File: config.mk
export PLATFORM = sky130hd
export DESIGN_NAME = signed_integer_to_radix_digits_unit_flat
export DESIGN_NICKNAME = d
export VERILOG_FILES = /design/src/rtl/sidr_pkg.sv /design/src/rtl/sidr_if.sv /design/src/rtl/sidr_front.sv /design/src/rtl/sidr_queue.sv /design/src/rtl/sidr_back.sv /design/src/rtl/signed_integer_to_radix_digits_unit.sv /design/src/flat_wrapper.sv
export SDC_FILE = /design/constraint.sdc
export NUM_CORES = 1
export LEC_CHECK = 0
export BUFFER_PORTS_ARGS = -buffer_cell sky130_fd_sc_hd__buf_2
export CORE_UTILIZATION = 30
export CTS_BUF_LIST = sky130_fd_sc_hd__clkbuf_4
export DETAILED_ROUTE_END_ITERATION = 8
export MAX_ROUTING_LAYER = met4
export PLACE_DENSITY_LB_ADDON = 0.3
export SYNTH_ARGS = -nofsm -noshare
export SYNTH_HDL_FRONTEND = slang
export SYNTH_SLANG_ARGS = --single-unit
File: constraint.sdc
create_clock -name clk -period 16.9 [get_ports clk]
set_clock_uncertainty 0.15 [all_clocks]
set_input_delay 2.535 -clock clk [delete_from_list [all_inputs] [get_ports clk]]
set_output_delay 2.535 -clock clk [all_outputs]
set_load 0.01 [all_outputs]
File: src/rtl/sidr_pkg.sv
// Shared types, constants and helpers for the signed integer to radix text unit.
package sidr_pkg;

    localparam int NUM_SLOTS     = 16;
    localparam int CHARS_W       = NUM_SLOTS * 8;
    localparam int DIV_STEP_BITS = 8;
    localparam int PADDR_W       = 5;
    localparam int PDATA_W       = 64;

    localparam logic [7:0] PLUS_CHAR  = 8'h2B;
    localparam logic [7:0] MINUS_CHAR = 8'h2D;

    localparam logic [1:0] REG_DIGIT_COUNT = 2'd0;
    localparam logic [1:0] REG_CHARS_LOW   = 2'd1;
    localparam logic [1:0] REG_CHARS_HIGH  = 2'd2;

    localparam logic [4:0] DIGIT_COUNT_RESET = 5'd10;

    // Classification of one item, passed from the front to the back.
    typedef struct packed {
        logic base_invalid;
        logic neg;
    } sidr_cls_t;

    // Character for digit value k from the packed digit set.
    function automatic logic [7:0] char_of(input logic [CHARS_W-1:0] chars,
                                           input logic [3:0] k);
        return chars[{k, 3'b000} +: 8];
    endfunction

endpackage

File: src/rtl/sidr_if.sv
// Stream interfaces for the value input and the text output.
interface sidr_value_if #(parameter int WIDTH = 32);
    logic              valid;
    logic              ready;
    logic signed [WIDTH-1:0] value;

    modport source (output valid, output value, input ready);
    modport sink   (input valid, input value, output ready);
endinterface

interface sidr_text_if;
    logic       valid;
    logic       ready;
    logic [7:0] char_code;
    logic       last;
    logic       base_invalid;

    modport source (output valid, output char_code, output last, output base_invalid,
                    input ready);
    modport sink   (input valid, input char_code, input last, input base_invalid,
                    output ready);
endinterface

File: src/rtl/sidr_front.sv
// Front end: accepts values, checks the digit set, forms sign and magnitude.
module sidr_front
    import sidr_pkg::*;
#(
    parameter int VALUE_WIDTH = 32,
    parameter int MAX_RADIX   = 16
)
(
    sidr_value_if.sink             value_ch,
    input  logic [4:0]             digit_count,
    input  logic [CHARS_W-1:0]     digit_chars,
    input  logic                   q_full,
    output logic                   push,
    output sidr_cls_t              cls,
    output logic [VALUE_WIDTH-1:0] mag
);

    logic [VALUE_WIDTH-1:0] vu;
    logic                   bad;
    logic [7:0]             ci;

    assign value_ch.ready = !q_full;
    assign push           = value_ch.valid && !q_full;

    assign vu = value_ch.value;

    // Digit set check: count in range, no zero/sign bytes, no repeats
    always_comb
    begin
        bad = (digit_count < 5'd2) || (digit_count > 5'(MAX_RADIX));
        for (int i = 0; i < NUM_SLOTS; i++)
        begin
            ci = char_of(digit_chars, 4'(i));
            if (5'(i) < digit_count)
            begin
                if (ci == 8'd0 || ci == PLUS_CHAR || ci == MINUS_CHAR)
                begin
                    bad = 1'b1;
                end
                for (int j = i + 1; j < NUM_SLOTS; j++)
                begin
                    if (5'(j) < digit_count && char_of(digit_chars, 4'(j)) == ci)
                    begin
                        bad = 1'b1;
                    end
                end
            end
        end
    end

    assign cls.base_invalid = bad;
    assign cls.neg          = vu[VALUE_WIDTH-1];

    // Two's complement negate; the most negative value comes out as 2^(W-1) unsigned
    assign mag = vu[VALUE_WIDTH-1] ? (~vu + {{(VALUE_WIDTH-1){1'b0}}, 1'b1}) : vu;

endmodule

File: src/rtl/sidr_queue.sv
// Two-entry queue between the front and the back.
module sidr_queue
    import sidr_pkg::*;
#(
    parameter int MAG_W = 32
)
(
    input  logic             clk,
    input  logic             rst_n,
    input  logic             push,
    input  sidr_cls_t        push_cls,
    input  logic [MAG_W-1:0] push_mag,
    output logic             full,
    input  logic             pop,
    output logic             not_empty,
    output sidr_cls_t        pop_cls,
    output logic [MAG_W-1:0] pop_mag
);

    sidr_cls_t        ent_cls_reg [2];
    logic [MAG_W-1:0] ent_mag_reg [2];
    logic             wr_ptr_reg;
    logic             wr_ptr_next;
    logic             rd_ptr_reg;
    logic             rd_ptr_next;
    logic [1:0]       cnt_reg;
    logic [1:0]       cnt_next;

    assign full      = cnt_reg == 2'd2;
    assign not_empty = cnt_reg != 2'd0;
    assign pop_cls   = ent_cls_reg[rd_ptr_reg];
    assign pop_mag   = ent_mag_reg[rd_ptr_reg];

    always_comb
    begin
        wr_ptr_next = push ? !wr_ptr_reg : wr_ptr_reg;
        rd_ptr_next = pop ? !rd_ptr_reg : rd_ptr_reg;
        cnt_next    = cnt_reg;
        if (push && !pop)
        begin
            cnt_next = cnt_reg + 2'd1;
        end
        else if (pop && !push)
        begin
            cnt_next = cnt_reg - 2'd1;
        end
    end

    always_ff @(posedge clk or negedge rst_n)
    begin
        if (!rst_n)
        begin
            wr_ptr_reg <= 1'b0;
            rd_ptr_reg <= 1'b0;
            cnt_reg    <= 2'd0;
        end
        else
        begin
            wr_ptr_reg <= wr_ptr_next;
            rd_ptr_reg <= rd_ptr_next;
            cnt_reg    <= cnt_next;
        end
    end

    always_ff @(posedge clk)
    begin
        if (push)
        begin
            ent_cls_reg[wr_ptr_reg] <= push_cls;
            ent_mag_reg[wr_ptr_reg] <= push_mag;
        end
    end

endmodule

File: src/rtl/sidr_back.sv
// Back end: digit extraction by repeated division, then character emission.
module sidr_back
    import sidr_pkg::*;
#(
    parameter int VALUE_WIDTH = 32
)
(
    input  logic                   clk,
    input  logic                   rst_n,
    input  logic [4:0]             digit_count,
    input  logic [CHARS_W-1:0]     digit_chars,
    input  logic                   q_valid,
    input  sidr_cls_t              q_cls,
    input  logic [VALUE_WIDTH-1:0] q_mag,
    output logic                   q_pop,
    sidr_text_if.source            text_ch
);

    localparam int STEP    = DIV_STEP_BITS;
    localparam int NSTEP   = (VALUE_WIDTH + STEP - 1) / STEP;
    localparam int MAG_W   = NSTEP * STEP;
    localparam int STEP_CW = $clog2(NSTEP + 1);
    localparam int IDX_W   = $clog2(VALUE_WIDTH);
    localparam int CNT_W   = $clog2(VALUE_WIDTH + 1);

    typedef enum logic [5:0] {
        ST_IDLE = 6'b000001,
        ST_DIV  = 6'b000010,
        ST_SIGN = 6'b000100,
        ST_RD   = 6'b001000,
        ST_WR   = 6'b010000,
        ST_BAD  = 6'b100000
    } state_t;

    state_t             state_reg;
    state_t             state_next;
    logic [MAG_W-1:0]   mag_reg;
    logic [MAG_W-1:0]   mag_next;
    logic [3:0]         rem_reg;
    logic [3:0]         rem_next;
    logic [STEP_CW-1:0] step_reg;
    logic [STEP_CW-1:0] step_next;
    logic [CNT_W-1:0]   cnt_reg;
    logic [CNT_W-1:0]   cnt_next;
    logic [IDX_W-1:0]   idx_reg;
    logic [IDX_W-1:0]   idx_next;
    logic               neg_reg;
    logic               neg_next;
    logic [3:0]         rd_reg;
    logic               out_valid_reg;
    logic               out_valid_next;
    logic [7:0]         char_reg;
    logic               last_reg;
    logic               inv_reg;

    logic [3:0]         dig_mem [VALUE_WIDTH];

    logic [STEP-1:0]    chunk;
    logic [STEP-1:0]    q_bits;
    logic [4:0]         t;
    logic [3:0]         r;
    logic [3:0]         rem_new;
    logic [MAG_W-1:0]   quo;
    logic               last_step;
    logic               slot_free;
    logic               mem_we;
    logic               out_load;
    logic [7:0]         out_char;
    logic               out_last;
    logic               out_inv;

    // One chunk of restoring long division per cycle; quotient bits shift in at the bottom
    always_comb
    begin
        chunk  = mag_reg[MAG_W-1 -: STEP];
        r      = rem_reg;
        q_bits = '0;
        t      = '0;
        for (int b = STEP - 1; b >= 0; b--)
        begin
            t = {r, chunk[b]};
            if (t >= digit_count)
            begin
                t         = t - digit_count;
                q_bits[b] = 1'b1;
            end
            r = t[3:0];
        end
        rem_new = r;
        quo     = (mag_reg << STEP) | MAG_W'(q_bits);
    end

    assign last_step = step_reg == STEP_CW'(NSTEP - 1);
    assign slot_free = !out_valid_reg || text_ch.ready;

    always_comb
    begin
        state_next = state_reg;
        mag_next   = mag_reg;
        rem_next   = rem_reg;
        step_next  = step_reg;
        cnt_next   = cnt_reg;
        idx_next   = idx_reg;
        neg_next   = neg_reg;
        q_pop      = 1'b0;
        mem_we     = 1'b0;
        out_load   = 1'b0;
        out_char   = '0;
        out_last   = 1'b0;
        out_inv    = 1'b0;
        case (state_reg)
            ST_IDLE:
            begin
                if (q_valid)
                begin
                    q_pop    = 1'b1;
                    neg_next = q_cls.neg;
                    if (q_cls.base_invalid)
                    begin
                        state_next = ST_BAD;
                    end
                    else
                    begin
                        mag_next   = MAG_W'(q_mag);
                        rem_next   = '0;
                        step_next  = '0;
                        cnt_next   = '0;
                        state_next = ST_DIV;
                    end
                end
            end
            ST_DIV:
            begin
                mag_next  = quo;
                rem_next  = rem_new;
                step_next = step_reg + STEP_CW'(1);
                if (last_step)
                begin
                    mem_we    = 1'b1;
                    cnt_next  = cnt_reg + CNT_W'(1);
                    rem_next  = '0;
                    step_next = '0;
                    if (quo == '0)
                    begin
                        idx_next   = cnt_reg[IDX_W-1:0];
                        state_next = neg_reg ? ST_SIGN : ST_RD;
                    end
                end
            end
            ST_SIGN:
            begin
                if (slot_free)
                begin
                    out_load   = 1'b1;
                    out_char   = MINUS_CHAR;
                    state_next = ST_RD;
                end
            end
            ST_RD:
            begin
                state_next = ST_WR;
            end
            ST_WR:
            begin
                if (slot_free)
                begin
                    out_load = 1'b1;
                    out_char = char_of(digit_chars, rd_reg);
                    out_last = idx_reg == '0;
                    if (idx_reg == '0)
                    begin
                        state_next = ST_IDLE;
                    end
                    else
                    begin
                        idx_next   = idx_reg - IDX_W'(1);
                        state_next = ST_RD;
                    end
                end
            end
            ST_BAD:
            begin
                if (slot_free)
                begin
                    out_load   = 1'b1;
                    out_last   = 1'b1;
                    out_inv    = 1'b1;
                    state_next = ST_IDLE;
                end
            end
            default:
            begin
                state_next = ST_IDLE;
            end
        endcase
    end

    assign out_valid_next = out_load || (out_valid_reg && !text_ch.ready);

    always_ff @(posedge clk or negedge rst_n)
    begin
        if (!rst_n)
        begin
            state_reg     <= ST_IDLE;
            step_reg      <= '0;
            cnt_reg       <= '0;
            idx_reg       <= '0;
            out_valid_reg <= 1'b0;
        end
        else
        begin
            state_reg     <= state_next;
            step_reg      <= step_next;
            cnt_reg       <= cnt_next;
            idx_reg       <= idx_next;
            out_valid_reg <= out_valid_next;
        end
    end

    always_ff @(posedge clk)
    begin
        mag_reg <= mag_next;
        rem_reg <= rem_next;
        neg_reg <= neg_next;
        if (out_load)
        begin
            char_reg <= out_char;
            last_reg <= out_last;
            inv_reg  <= out_inv;
        end
    end

    // Digit store, least significant digit first
    always_ff @(posedge clk)
    begin
        if (mem_we)
        begin
            dig_mem[cnt_reg[IDX_W-1:0]] <= rem_new;
        end
        if (state_reg == ST_RD)
        begin
            rd_reg <= dig_mem[idx_reg];
        end
    end

    assign text_ch.valid        = out_valid_reg;
    assign text_ch.char_code    = char_reg;
    assign text_ch.last         = last_reg;
    assign text_ch.base_invalid = inv_reg;

    a_pop_only_idle: assert property (@(posedge clk) disable iff (!rst_n)
        q_pop |-> state_reg == ST_IDLE)
        else $error("queue popped outside idle");

    a_rem_below_radix: assert property (@(posedge clk) disable iff (!rst_n)
        state_reg == ST_DIV |-> {1'b0, rem_reg} < digit_count)
        else $error("partial remainder not below radix");

    a_idx_in_range: assert property (@(posedge clk) disable iff (!rst_n)
        state_reg == ST_WR |-> CNT_W'(idx_reg) < cnt_reg)
        else $error("emit index beyond digits made");

endmodule

File: src/rtl/signed_integer_to_radix_digits_unit.sv
// Top level of the signed integer to radix text unit.
// A signed VALUE_WIDTH-bit value goes in; its text comes out one character
// per item: '-' for a negative value, then the digits most significant first,
// with last set on the final character. The radix is digit_count and the digit
// characters come from digit_chars_low/high (APB, 64-bit registers at 0x00,
// 0x08, 0x10). If the digit set is bad (count below 2 or above MAX_RADIX, a
// zero, '+' or '-' byte, or a repeated character) the item yields a single
// result with char_code 0, last 1 and base_invalid 1. Each digit is produced
// by a long division over the whole magnitude that handles 8 magnitude bits
// per cycle; each digit character is then read through the digit store's
// registered read port in state RD and loaded into the output register in
// state WR, which waits while the output register still holds a character
// that has not been accepted. A two-entry queue lets the front take new
// values while the back is busy.
module signed_integer_to_radix_digits_unit
    import sidr_pkg::*;
#(
    parameter int MAX_RADIX   = 16,
    parameter int VALUE_WIDTH = 32
)
(
    input  logic               clk,
    input  logic               rst_n,
    sidr_value_if.sink         value_ch,
    sidr_text_if.source        text_ch,
    input  logic               psel,
    input  logic               penable,
    input  logic               pwrite,
    input  logic [PADDR_W-1:0] paddr,
    input  logic [PDATA_W-1:0] pwdata,
    output logic [PDATA_W-1:0] prdata,
    output logic               pready
);

    logic [4:0]             digit_count_reg;
    logic [63:0]            chars_low_reg;
    logic [63:0]            chars_high_reg;
    logic [CHARS_W-1:0]     digit_chars;
    logic [1:0]             reg_idx;
    logic                   wr_en;

    logic                   push;
    sidr_cls_t              push_cls;
    logic [VALUE_WIDTH-1:0] push_mag;
    logic                   q_full;
    logic                   q_pop;
    logic                   q_valid;
    sidr_cls_t              q_cls;
    logic [VALUE_WIDTH-1:0] q_mag;

    // Register file: 64-bit registers on an 8-byte stride
    assign reg_idx     = paddr[4:3];
    assign pready      = 1'b1;
    assign wr_en       = psel && penable && pwrite;
    assign digit_chars = {chars_high_reg, chars_low_reg};

    always_ff @(posedge clk or negedge rst_n)
    begin
        if (!rst_n)
        begin
            digit_count_reg <= DIGIT_COUNT_RESET;
            chars_low_reg   <= '0;
            chars_high_reg  <= '0;
        end
        else if (wr_en)
        begin
            case (reg_idx)
                REG_DIGIT_COUNT: digit_count_reg <= pwdata[4:0];
                REG_CHARS_LOW:   chars_low_reg   <= pwdata;
                REG_CHARS_HIGH:  chars_high_reg  <= pwdata;
                default:         ;
            endcase
        end
    end

    always_comb
    begin
        case (reg_idx)
            REG_DIGIT_COUNT: prdata = {59'd0, digit_count_reg};
            REG_CHARS_LOW:   prdata = chars_low_reg;
            REG_CHARS_HIGH:  prdata = chars_high_reg;
            default:         prdata = '0;
        endcase
    end

    // Front: digit set check and sign/magnitude split at acceptance
    sidr_front #(
        .VALUE_WIDTH (VALUE_WIDTH),
        .MAX_RADIX   (MAX_RADIX)
    ) u_front (
        .value_ch    (value_ch),
        .digit_count (digit_count_reg),
        .digit_chars (digit_chars),
        .q_full      (q_full),
        .push        (push),
        .cls         (push_cls),
        .mag         (push_mag)
    );

    sidr_queue #(
        .MAG_W (VALUE_WIDTH)
    ) u_queue (
        .clk       (clk),
        .rst_n     (rst_n),
        .push      (push),
        .push_cls  (push_cls),
        .push_mag  (push_mag),
        .full      (q_full),
        .pop       (q_pop),
        .not_empty (q_valid),
        .pop_cls   (q_cls),
        .pop_mag   (q_mag)
    );

    // Back: division into digits, then sign and digit characters out
    sidr_back #(
        .VALUE_WIDTH (VALUE_WIDTH)
    ) u_back (
        .clk         (clk),
        .rst_n       (rst_n),
        .digit_count (digit_count_reg),
        .digit_chars (digit_chars),
        .q_valid     (q_valid),
        .q_cls       (q_cls),
        .q_mag       (q_mag),
        .q_pop       (q_pop),
        .text_ch     (text_ch)
    );

endmodule
File: src/flat_wrapper.sv
// flat-port wrapper written by rule: the top's interface ports become plain ports
module signed_integer_to_radix_digits_unit_flat import sidr_pkg::*;
#(
    parameter int MAX_RADIX   = 16,
    parameter int VALUE_WIDTH = 32
)
  (clk, rst_n, psel, penable, pwrite, paddr, pwdata, prdata, pready, value_ch_valid, value_ch_value, value_ch_ready, text_ch_valid, text_ch_char_code, text_ch_last, text_ch_base_invalid, text_ch_ready);
  sidr_value_if value_ch_i ();
  sidr_text_if text_ch_i ();
  input  logic clk;
  input  logic rst_n;
  input  logic psel;
  input  logic penable;
  input  logic pwrite;
  input  logic [PADDR_W-1:0] paddr;
  input  logic [PDATA_W-1:0] pwdata;
  output logic [PDATA_W-1:0] prdata;
  output logic pready;
  input wire logic [$bits(value_ch_i.valid)-1:0] value_ch_valid;
  input wire logic [$bits(value_ch_i.value)-1:0] value_ch_value;
  output wire logic [$bits(value_ch_i.ready)-1:0] value_ch_ready;
  output wire logic [$bits(text_ch_i.valid)-1:0] text_ch_valid;
  output wire logic [$bits(text_ch_i.char_code)-1:0] text_ch_char_code;
  output wire logic [$bits(text_ch_i.last)-1:0] text_ch_last;
  output wire logic [$bits(text_ch_i.base_invalid)-1:0] text_ch_base_invalid;
  input wire logic [$bits(text_ch_i.ready)-1:0] text_ch_ready;
  assign value_ch_i.valid = value_ch_valid;
  assign value_ch_i.value = value_ch_value;
  assign value_ch_ready = value_ch_i.ready;
  assign text_ch_valid = text_ch_i.valid;
  assign text_ch_char_code = text_ch_i.char_code;
  assign text_ch_last = text_ch_i.last;
  assign text_ch_base_invalid = text_ch_i.base_invalid;
  assign text_ch_i.ready = text_ch_ready;
  signed_integer_to_radix_digits_unit #(.MAX_RADIX(MAX_RADIX), .VALUE_WIDTH(VALUE_WIDTH)) u_core (.clk(clk), .rst_n(rst_n), .value_ch(value_ch_i), .text_ch(text_ch_i), .psel(psel), .penable(penable), .pwrite(pwrite), .paddr(paddr), .pwdata(pwdata), .prdata(prdata), .pready(pready));
endmodule
# == After elaboration in Yosys (flattened, before gate mapping) ==
# Memory sizes are Yosys's and may differ from the RTL's. A register that Yosys moved wholly into a read port is not among the register bits.
# Index checks and enable logic that the tools add are counted.
# word_totals
in_bits,108
reg_bits,205
n_memories,3
out_inout_bits,77
ram_bits,196
# op_classes
n_eq_ne,170
magnitude_cmp,26
n_addsub,14
mux,217
bitwise_logic,2
reduce_logical,200
n_shift,1
# memory_table
memory,words,word_bits,read_ports,rd_ports_with_merged_regs,write_ports,line,source
u_core.u_back.dig_mem,32,4,1,1,1,sidr_back.sv:56,logic [3:0] dig_mem [VALUE_WIDTH];
u_core.u_queue.ent_mag_reg,2,32,1,0,1,sidr_queue.sv:21,logic [MAG_W-1:0] ent_mag_reg [2];
u_core.u_queue.ent_cls_reg,2,2,1,0,1,sidr_queue.sv:20,sidr_cls_t ent_cls_reg [2];
# op_table
op,count
8-bit == test,120
"8-bit by 6-bit == test with 1-bit output, second input constant",32
64-bit case mux with 3 select lines,1
1-bit two-way mux,171
8-bit logical NOT,16
128-bit by 8-bit variable part select with 8-bit output,1
1-bit logical AND,126
32-bit two-way mux,3
6-bit two-way mux,11
32-bit case mux with 2 select lines,1
4-bit two-way mux,13
5-bit greater-or-equal comparator,8
"4-bit by 5-bit < comparator with 1-bit output, first input constant",8
6-bit case mux with 6 select lines,1
1-bit logical OR,35
"32-bit by 1-bit adder with 32-bit output, second input constant",1
32-bit logical NOT,1
32-bit inverter,1
32-bit by 8-bit OR with 32-bit output,1
4-bit subtractor,8
"3-bit by 5-bit < comparator with 1-bit output, first input constant",4
5-bit two-way mux,4
8-bit case mux with 2 select lines,1
"2-bit != test, second input constant",7
37 further kinds,55

# == Depth between registers and ports, before layout ==
# logic_depth
word_depth,155
mapped_depth,60
ltp_nobuf,59

# == Modules after synthesis ==
# From an unflattened synthesis, not the netlist that was laid out.
# unflattened
hier_cells,3138
area_unflattened_um2,33049.2
# by_module_without_submodules
mod,n_inst,area_each_um2,cells_per_inst,seq_area_each_um2
sidr_front,1,13218.9,1836,0.0
sidr_back,1,11081.9,802,5876.9
signed_integer_to_radix_digits_unit,1,5954.5,378,3330.7
sidr_queue,1,2793.9,122,2142.1

# == Worst setup path after synthesis ==
# OpenSTA, ideal clock, no wires.
# synth_path
path_kind,flip-flop to flip-flop
startpoint,register u_core.digit_count_reg[1]
endpoint,memory u_core.u_back.dig_mem[0][1] (data pin)
n_path_buf,0
slack_ns,4.458
period_less_slack_ns,12.442
arrival_ns,11.903
setup_ns,0.389
required_ns,16.361
path_stages_with_launch,54
path_cell_list,dfstp_2 -> inv_1 -> ha_1 -> nor2b_1 -> o21ai_0 -> a31oi_1 -> a211oi_1 -> o21ai_0 -> ha_1 -> a21o_1 -> a21oi_1 -> o21ai_1 -> o21ai_0 -> inv_1 -> ha_1 -> a21o_1 -> a21o_1 -> a21o_1 -> [... 18 more ...] -> o21ai_1 -> o21ai_0 -> inv_1 -> ha_1 -> o21ai_0 -> a21boi_0 -> o21ai_0 -> o2bb2ai_1 -> nor2_1 -> a21oi_1 -> inv_1 -> ha_1 -> o21ai_0 -> nand2b_1 -> a21o_1 -> a21oi_1 -> o21ai_1 -> mux2i_1
# synth_via
elab_chain_cells,16
elab_cells_between_ends,24
# synth_rtl
element,line,source
start: declaration,signed_integer_to_radix_digits_unit.sv:35,logic [4:0] digit_count_reg;
start signal: assignment,signed_integer_to_radix_digits_unit.sv:68,REG_DIGIT_COUNT: digit_count_reg <= pwdata[4:0];
4-bit subtractor or 5-bit greater-or-equal comparator (tied branches),"sidr_back.sv:84, sidr_back.sv:82",
4-bit two-way mux,sidr_back.sv:82,if (t >= digit_count)
4-bit subtractor or 5-bit greater-or-equal comparator (tied branches),"sidr_back.sv:84, sidr_back.sv:82",
4-bit two-way mux,sidr_back.sv:82,
4-bit subtractor or 5-bit greater-or-equal comparator (tied branches),"sidr_back.sv:84, sidr_back.sv:82",
4-bit two-way mux,sidr_back.sv:82,
5-bit greater-or-equal comparator or 4-bit subtractor (tied branches),"sidr_back.sv:82, sidr_back.sv:84",
4-bit two-way mux,sidr_back.sv:82,
4-bit subtractor or 5-bit greater-or-equal comparator (tied branches),"sidr_back.sv:84, sidr_back.sv:82",
4-bit two-way mux,sidr_back.sv:82,
4-bit subtractor or 5-bit greater-or-equal comparator (tied branches),"sidr_back.sv:84, sidr_back.sv:82",
4-bit two-way mux,sidr_back.sv:82,
5-bit greater-or-equal comparator or 4-bit subtractor (tied branches),"sidr_back.sv:82, sidr_back.sv:84",
4-bit two-way mux,sidr_back.sv:82,
4-bit subtractor or 5-bit greater-or-equal comparator (tied branches),"sidr_back.sv:84, sidr_back.sv:82",
4-bit two-way mux (*),sidr_back.sv:82,
net u_core.u_back.t[1],sidr_back.sv:60,logic [4:0] t;
end: declaration,sidr_back.sv:56,
# Mark *: on every way through the listed nets, which the timed path passes. The rest lies on a longest branch.

# == Final worst setup path ==
# layout_path
startpoint,register u_core.digit_count_reg[1]
endpoint,register u_core.u_back.idx_reg[0]
# layout_via
elab_chain_cells,20
elab_cells_between_ends,34
# layout_rtl
element,line,source
4-bit subtractor or 5-bit greater-or-equal comparator (tied branches),"sidr_back.sv:84, sidr_back.sv:82",
4-bit two-way mux,sidr_back.sv:82,
4-bit subtractor or 5-bit greater-or-equal comparator (tied branches),"sidr_back.sv:84, sidr_back.sv:82",
4-bit two-way mux,sidr_back.sv:82,
4-bit subtractor or 5-bit greater-or-equal comparator (tied branches),"sidr_back.sv:84, sidr_back.sv:82",
4-bit two-way mux,sidr_back.sv:82,
5-bit greater-or-equal comparator or 4-bit subtractor (tied branches),"sidr_back.sv:82, sidr_back.sv:84",
4-bit two-way mux,sidr_back.sv:82,
[... 4 more ...],--,
4-bit subtractor or 5-bit greater-or-equal comparator (tied branches),"sidr_back.sv:84, sidr_back.sv:82",
4-bit two-way mux,sidr_back.sv:82,
5-bit greater-or-equal comparator,sidr_back.sv:82,
1-bit two-way mux,sidr_back.sv:82,
32-bit by 8-bit OR with 32-bit output (*),sidr_back.sv:90,quo = (mag_reg << STEP) | MAG_W'(q_bits);
32-bit logical NOT (*),sidr_back.sv:143,if (quo == '0)
2-bit != test (no line) (*),--,
5-bit AND reduction (no line) (*),--,
end signal: assignment,sidr_back.sv:215,idx_reg <= idx_next;
end: declaration,sidr_back.sv:45,logic [IDX_W-1:0] idx_reg;
# Every way passes the cells marked *; elsewhere a longest branch is shown, timed or not.
# A chain may end at the register's enable or synchronous reset.

==> impl_metrics.env <==
export IMPL_status="complete, no violations"
export IMPL_worst_path_stages=57
export IMPL_crit_buf_inv=8
export IMPL_port_buffers=180
export IMPL_setup_violations=0
export IMPL_synth_area_top_cells="edfxtp_1 (23%), xnor2_1 (21%), dfrtp_1 (12%)"
export IMPL_yosysMostFrequentCell="xnor2_1"
export IMPL_syn_inst=3117
export IMPL_cp_arrival_ps=14410
export IMPL_crit_start="u_core.digit_count_reg[1]"
export IMPL_synth_edf_count=247
export IMPL_worst_r2r_endpoint="u_core.u_back.idx_reg[0]"
export IMPL_vias=25770
export IMPL_clk_pin_slew_ps=70
export IMPL_syn_nets=3281
export IMPL_numClockSinks=404
export IMPL_synth_area_leader_cell="edfxtp_1"
export IMPL_netlist_top_cells_count="xnor2_1 (790), edfxtp_1 (247), xor2_1 (238), nand4_1 (193)"
export IMPL_worstMarginPinSlew_ps=1229
export IMPL_async_flop_share=0.3886
export IMPL_root_buffer="clkbuf_4"
export IMPL_maxSlewViolCount=0
export IMPL_num_rows=119
export IMPL_rrSetupSlack_ps=3140
export IMPL_antenna_found_initial=15
export IMPL_hold_slack_ps=354.7
export IMPL_clock_latency_ps=940
export IMPL_top_usage_layer="met2"
export IMPL_cts_htree_levels=3
export IMPL_fmax_mhz=72.69
export IMPL_start_util=0.3043
export IMPL_synth_ff_type="edfxtp_1"
export IMPL_hold_viol=0
export IMPL_gp_congestion=0.9862
export IMPL_setup_worst_path_end_class="flop"
export IMPL_vias_per_cell=5.464
export IMPL_clock_path_buffers=3
export IMPL_ys_ff_latch=404
export IMPL_fin_crit_ps=13760
export IMPL_path_class="reg -> reg"
export IMPL_drive_gt1_frac=0.2362
export IMPL_io_pins=185
export IMPL_core_um2=105900
export IMPL_cts_setup_buffers=0
export IMPL_numCtsBuffers=108
export IMPL_crit_path_top_delay_cell="dfstp_2"
export IMPL_drc=0
export IMPL_rsz0062_at_grt="no"
export IMPL_die_x_um=329.7
export IMPL_dp_hpwl_um=77830
export IMPL_finalCritPeriodShare=0.8140
export IMPL_endpoint="u_core.u_back.idx_reg[0]"
export IMPL_yosys_area_top_type_share=0.2303
export IMPL_area_growth_pct=12.45
export IMPL_finalSetupTns_ps=0
export IMPL_finalNetCount=3387
export IMPL_start_kind="flop"
export IMPL_maxSlewHeadroom=0.1808
export IMPL_required_ps=17550
export IMPL_use_met3=0.05177
export IMPL_first_global_vias=25180
export IMPL_dp_cells=4504
export IMPL_ys_warn_count=0
export IMPL_min_path_type="reg -> reg"
export IMPL_synthesis_area_um2=32210
export IMPL_die_h_um=329.7
export IMPL_r2r_start="u_core.digit_count_reg[1]"
export IMPL_grt_usage=0.2261
export IMPL_cpMostUsedCell="o21ai_0"
export IMPL_cp_max_fo=15
export IMPL_final_cells=4716
export IMPL_die_area_um2=108700
export IMPL_critPathMaxStageDelay_ps=850
export IMPL_ant_nets=0
export IMPL_routedWlPerCell_um=25.60
export IMPL_reg2reg_depth=57
export IMPL_grt_max_degree=81
export IMPL_yosysSeqAreaShare=0.3524
export IMPL_syn_avg_cell_area_um2=10.33
export IMPL_grt_pass1_wl_um=176300
export IMPL_cts_hold_buf=0
export IMPL_yosysUniqueCellTypes=68
export IMPL_cap_viol_max_count=0
export IMPL_grt_util_met2=0.3518
export IMPL_grt_overflow=0
export IMPL_drt_iter0_drc=2699
export IMPL_cts_resized=0
export IMPL_use_met1=0.2804
export IMPL_tritoncts="done"
export IMPL_cpLargestDelayFamily="compound AO/OA/AOI/OAI gates"
export IMPL_routed_wl_um=120700
export IMPL_drt_pass1_iter_count=5
export IMPL_fillers=10760
export IMPL_largest_reg_flops=128
==> worst min path at each step <==
| stage | slack, ps | endpoint | from | cells past startpoint |
|---|---|---|---|---|
| 6_report | 350 | u_core.u_back.step_reg[0] | u_core.u_back.step_reg[0] | 1 |
| 5_1_grt | 390 | u_core.u_queue.cnt_reg[1] | u_core.u_queue.cnt_reg[1] | 1 |
| 3_3_place_gp | 340 | u_core.u_queue.cnt_reg[1] | u_core.u_queue.cnt_reg[1] | 1 |
| 4_1_cts | 360 | u_core.u_back.step_reg[0] | u_core.u_back.step_reg[0] | 1 |
| 2_1_floorplan | 310 | u_core.u_queue.wr_ptr_reg | u_core.u_queue.wr_ptr_reg | 1 |
| 3_5_place_dp | 350 | u_core.chars_high_reg[38] | u_core.chars_high_reg[38] | 1 |
==> cell families after synthesis <==
family                   share of synthesized area
XOR/XNOR                                    0.2795
AND/OR/NAND/NOR                             0.1128
flip-flops                                  0.3524
buffers and inverters                      0.04708
AO/OA/AOI/OAI                              0.06406
multiplexers                                0.1204
adder cells (fa/ha/maj)                    0.02362
other                                    0.0001164
==> area by class of cell <==
type | instances | area (µm²) | share of cell area
repair buffers | 335 | 2071 | 0.05717
inverters | 44 | 165.2 | 0.004560
multi-input cells | 2330 | 19400 | 0.5357
clock buffers | 173 | 1299 | 0.03586
well taps | 1391 | 1740 | 0.04805
diodes | 10 | 25.02 | 0.0006909
clock inverters | 29 | 165.2 | 0.004560
flip-flops and latches | 404 | 11350 | 0.3135
==> layer usage <==
| layer | up-vias | wire (µm) |
|---|---|---|
| met3 | 334 | 11560 |
| met4 | 0 | 5274 |
| met5 | - | 0 |
| met2 | 1351 | 55680 |
| met1 | 12750 | 48210 |
| li1 | 11330 | - |
==> metrics by stage <==
step | cell area [µm²] | worst slack, ps | utilization
final | 36220 | 3143 | 0.3421
after detailed placement | 34730 | 3067 | 0.3281
after floorplan | 32210 | 4458 | -
after global routing | 36220 | 1768 | 0.3421
after global placement | 34730 | 3068 | 0.3281
after CTS | 36190 | 3032 | 0.3419
==> placed cells by master (no fill, tap or decap), drive strengths merged, types with 10 or more instances in the layout <==
cell / count
edfxtp: 247
nand4: 193
mux2i: 50
o21ai: 65
nor2: 100
a21o: 15
a22o: 61
dfrtp: 154
clkbuf: 173
a31oi: 34
a21oi: 80
mux4: 72
xnor2: 790
nor4: 86
or3: 10
xor2: 238
inv: 46
nor3: 92
nand3: 37
buf: 335
or4: 20
a211oi: 10
nand2b: 16
nand2: 70
diode: 10
clkinv: 27
o31ai: 13
ha: 48
mux2: 156
==> worst reg2reg max path: cells and delay by family (launching register included) <==
| kind | cells | cell delay [ps] |
|---|---|---|
| compound gates | 35 | 8020 |
| fa+ha+maj | 8 | 2370 |
| buf+inv | 8 | 1050 |
| mux | 2 | 890 |
| flops | 1 | 850 |
| simple gates | 4 | 340 |
Power is left out: the tool's default activity adds up to more than one toggle a clock period on the data nets, which glitch-free logic cannot reach.
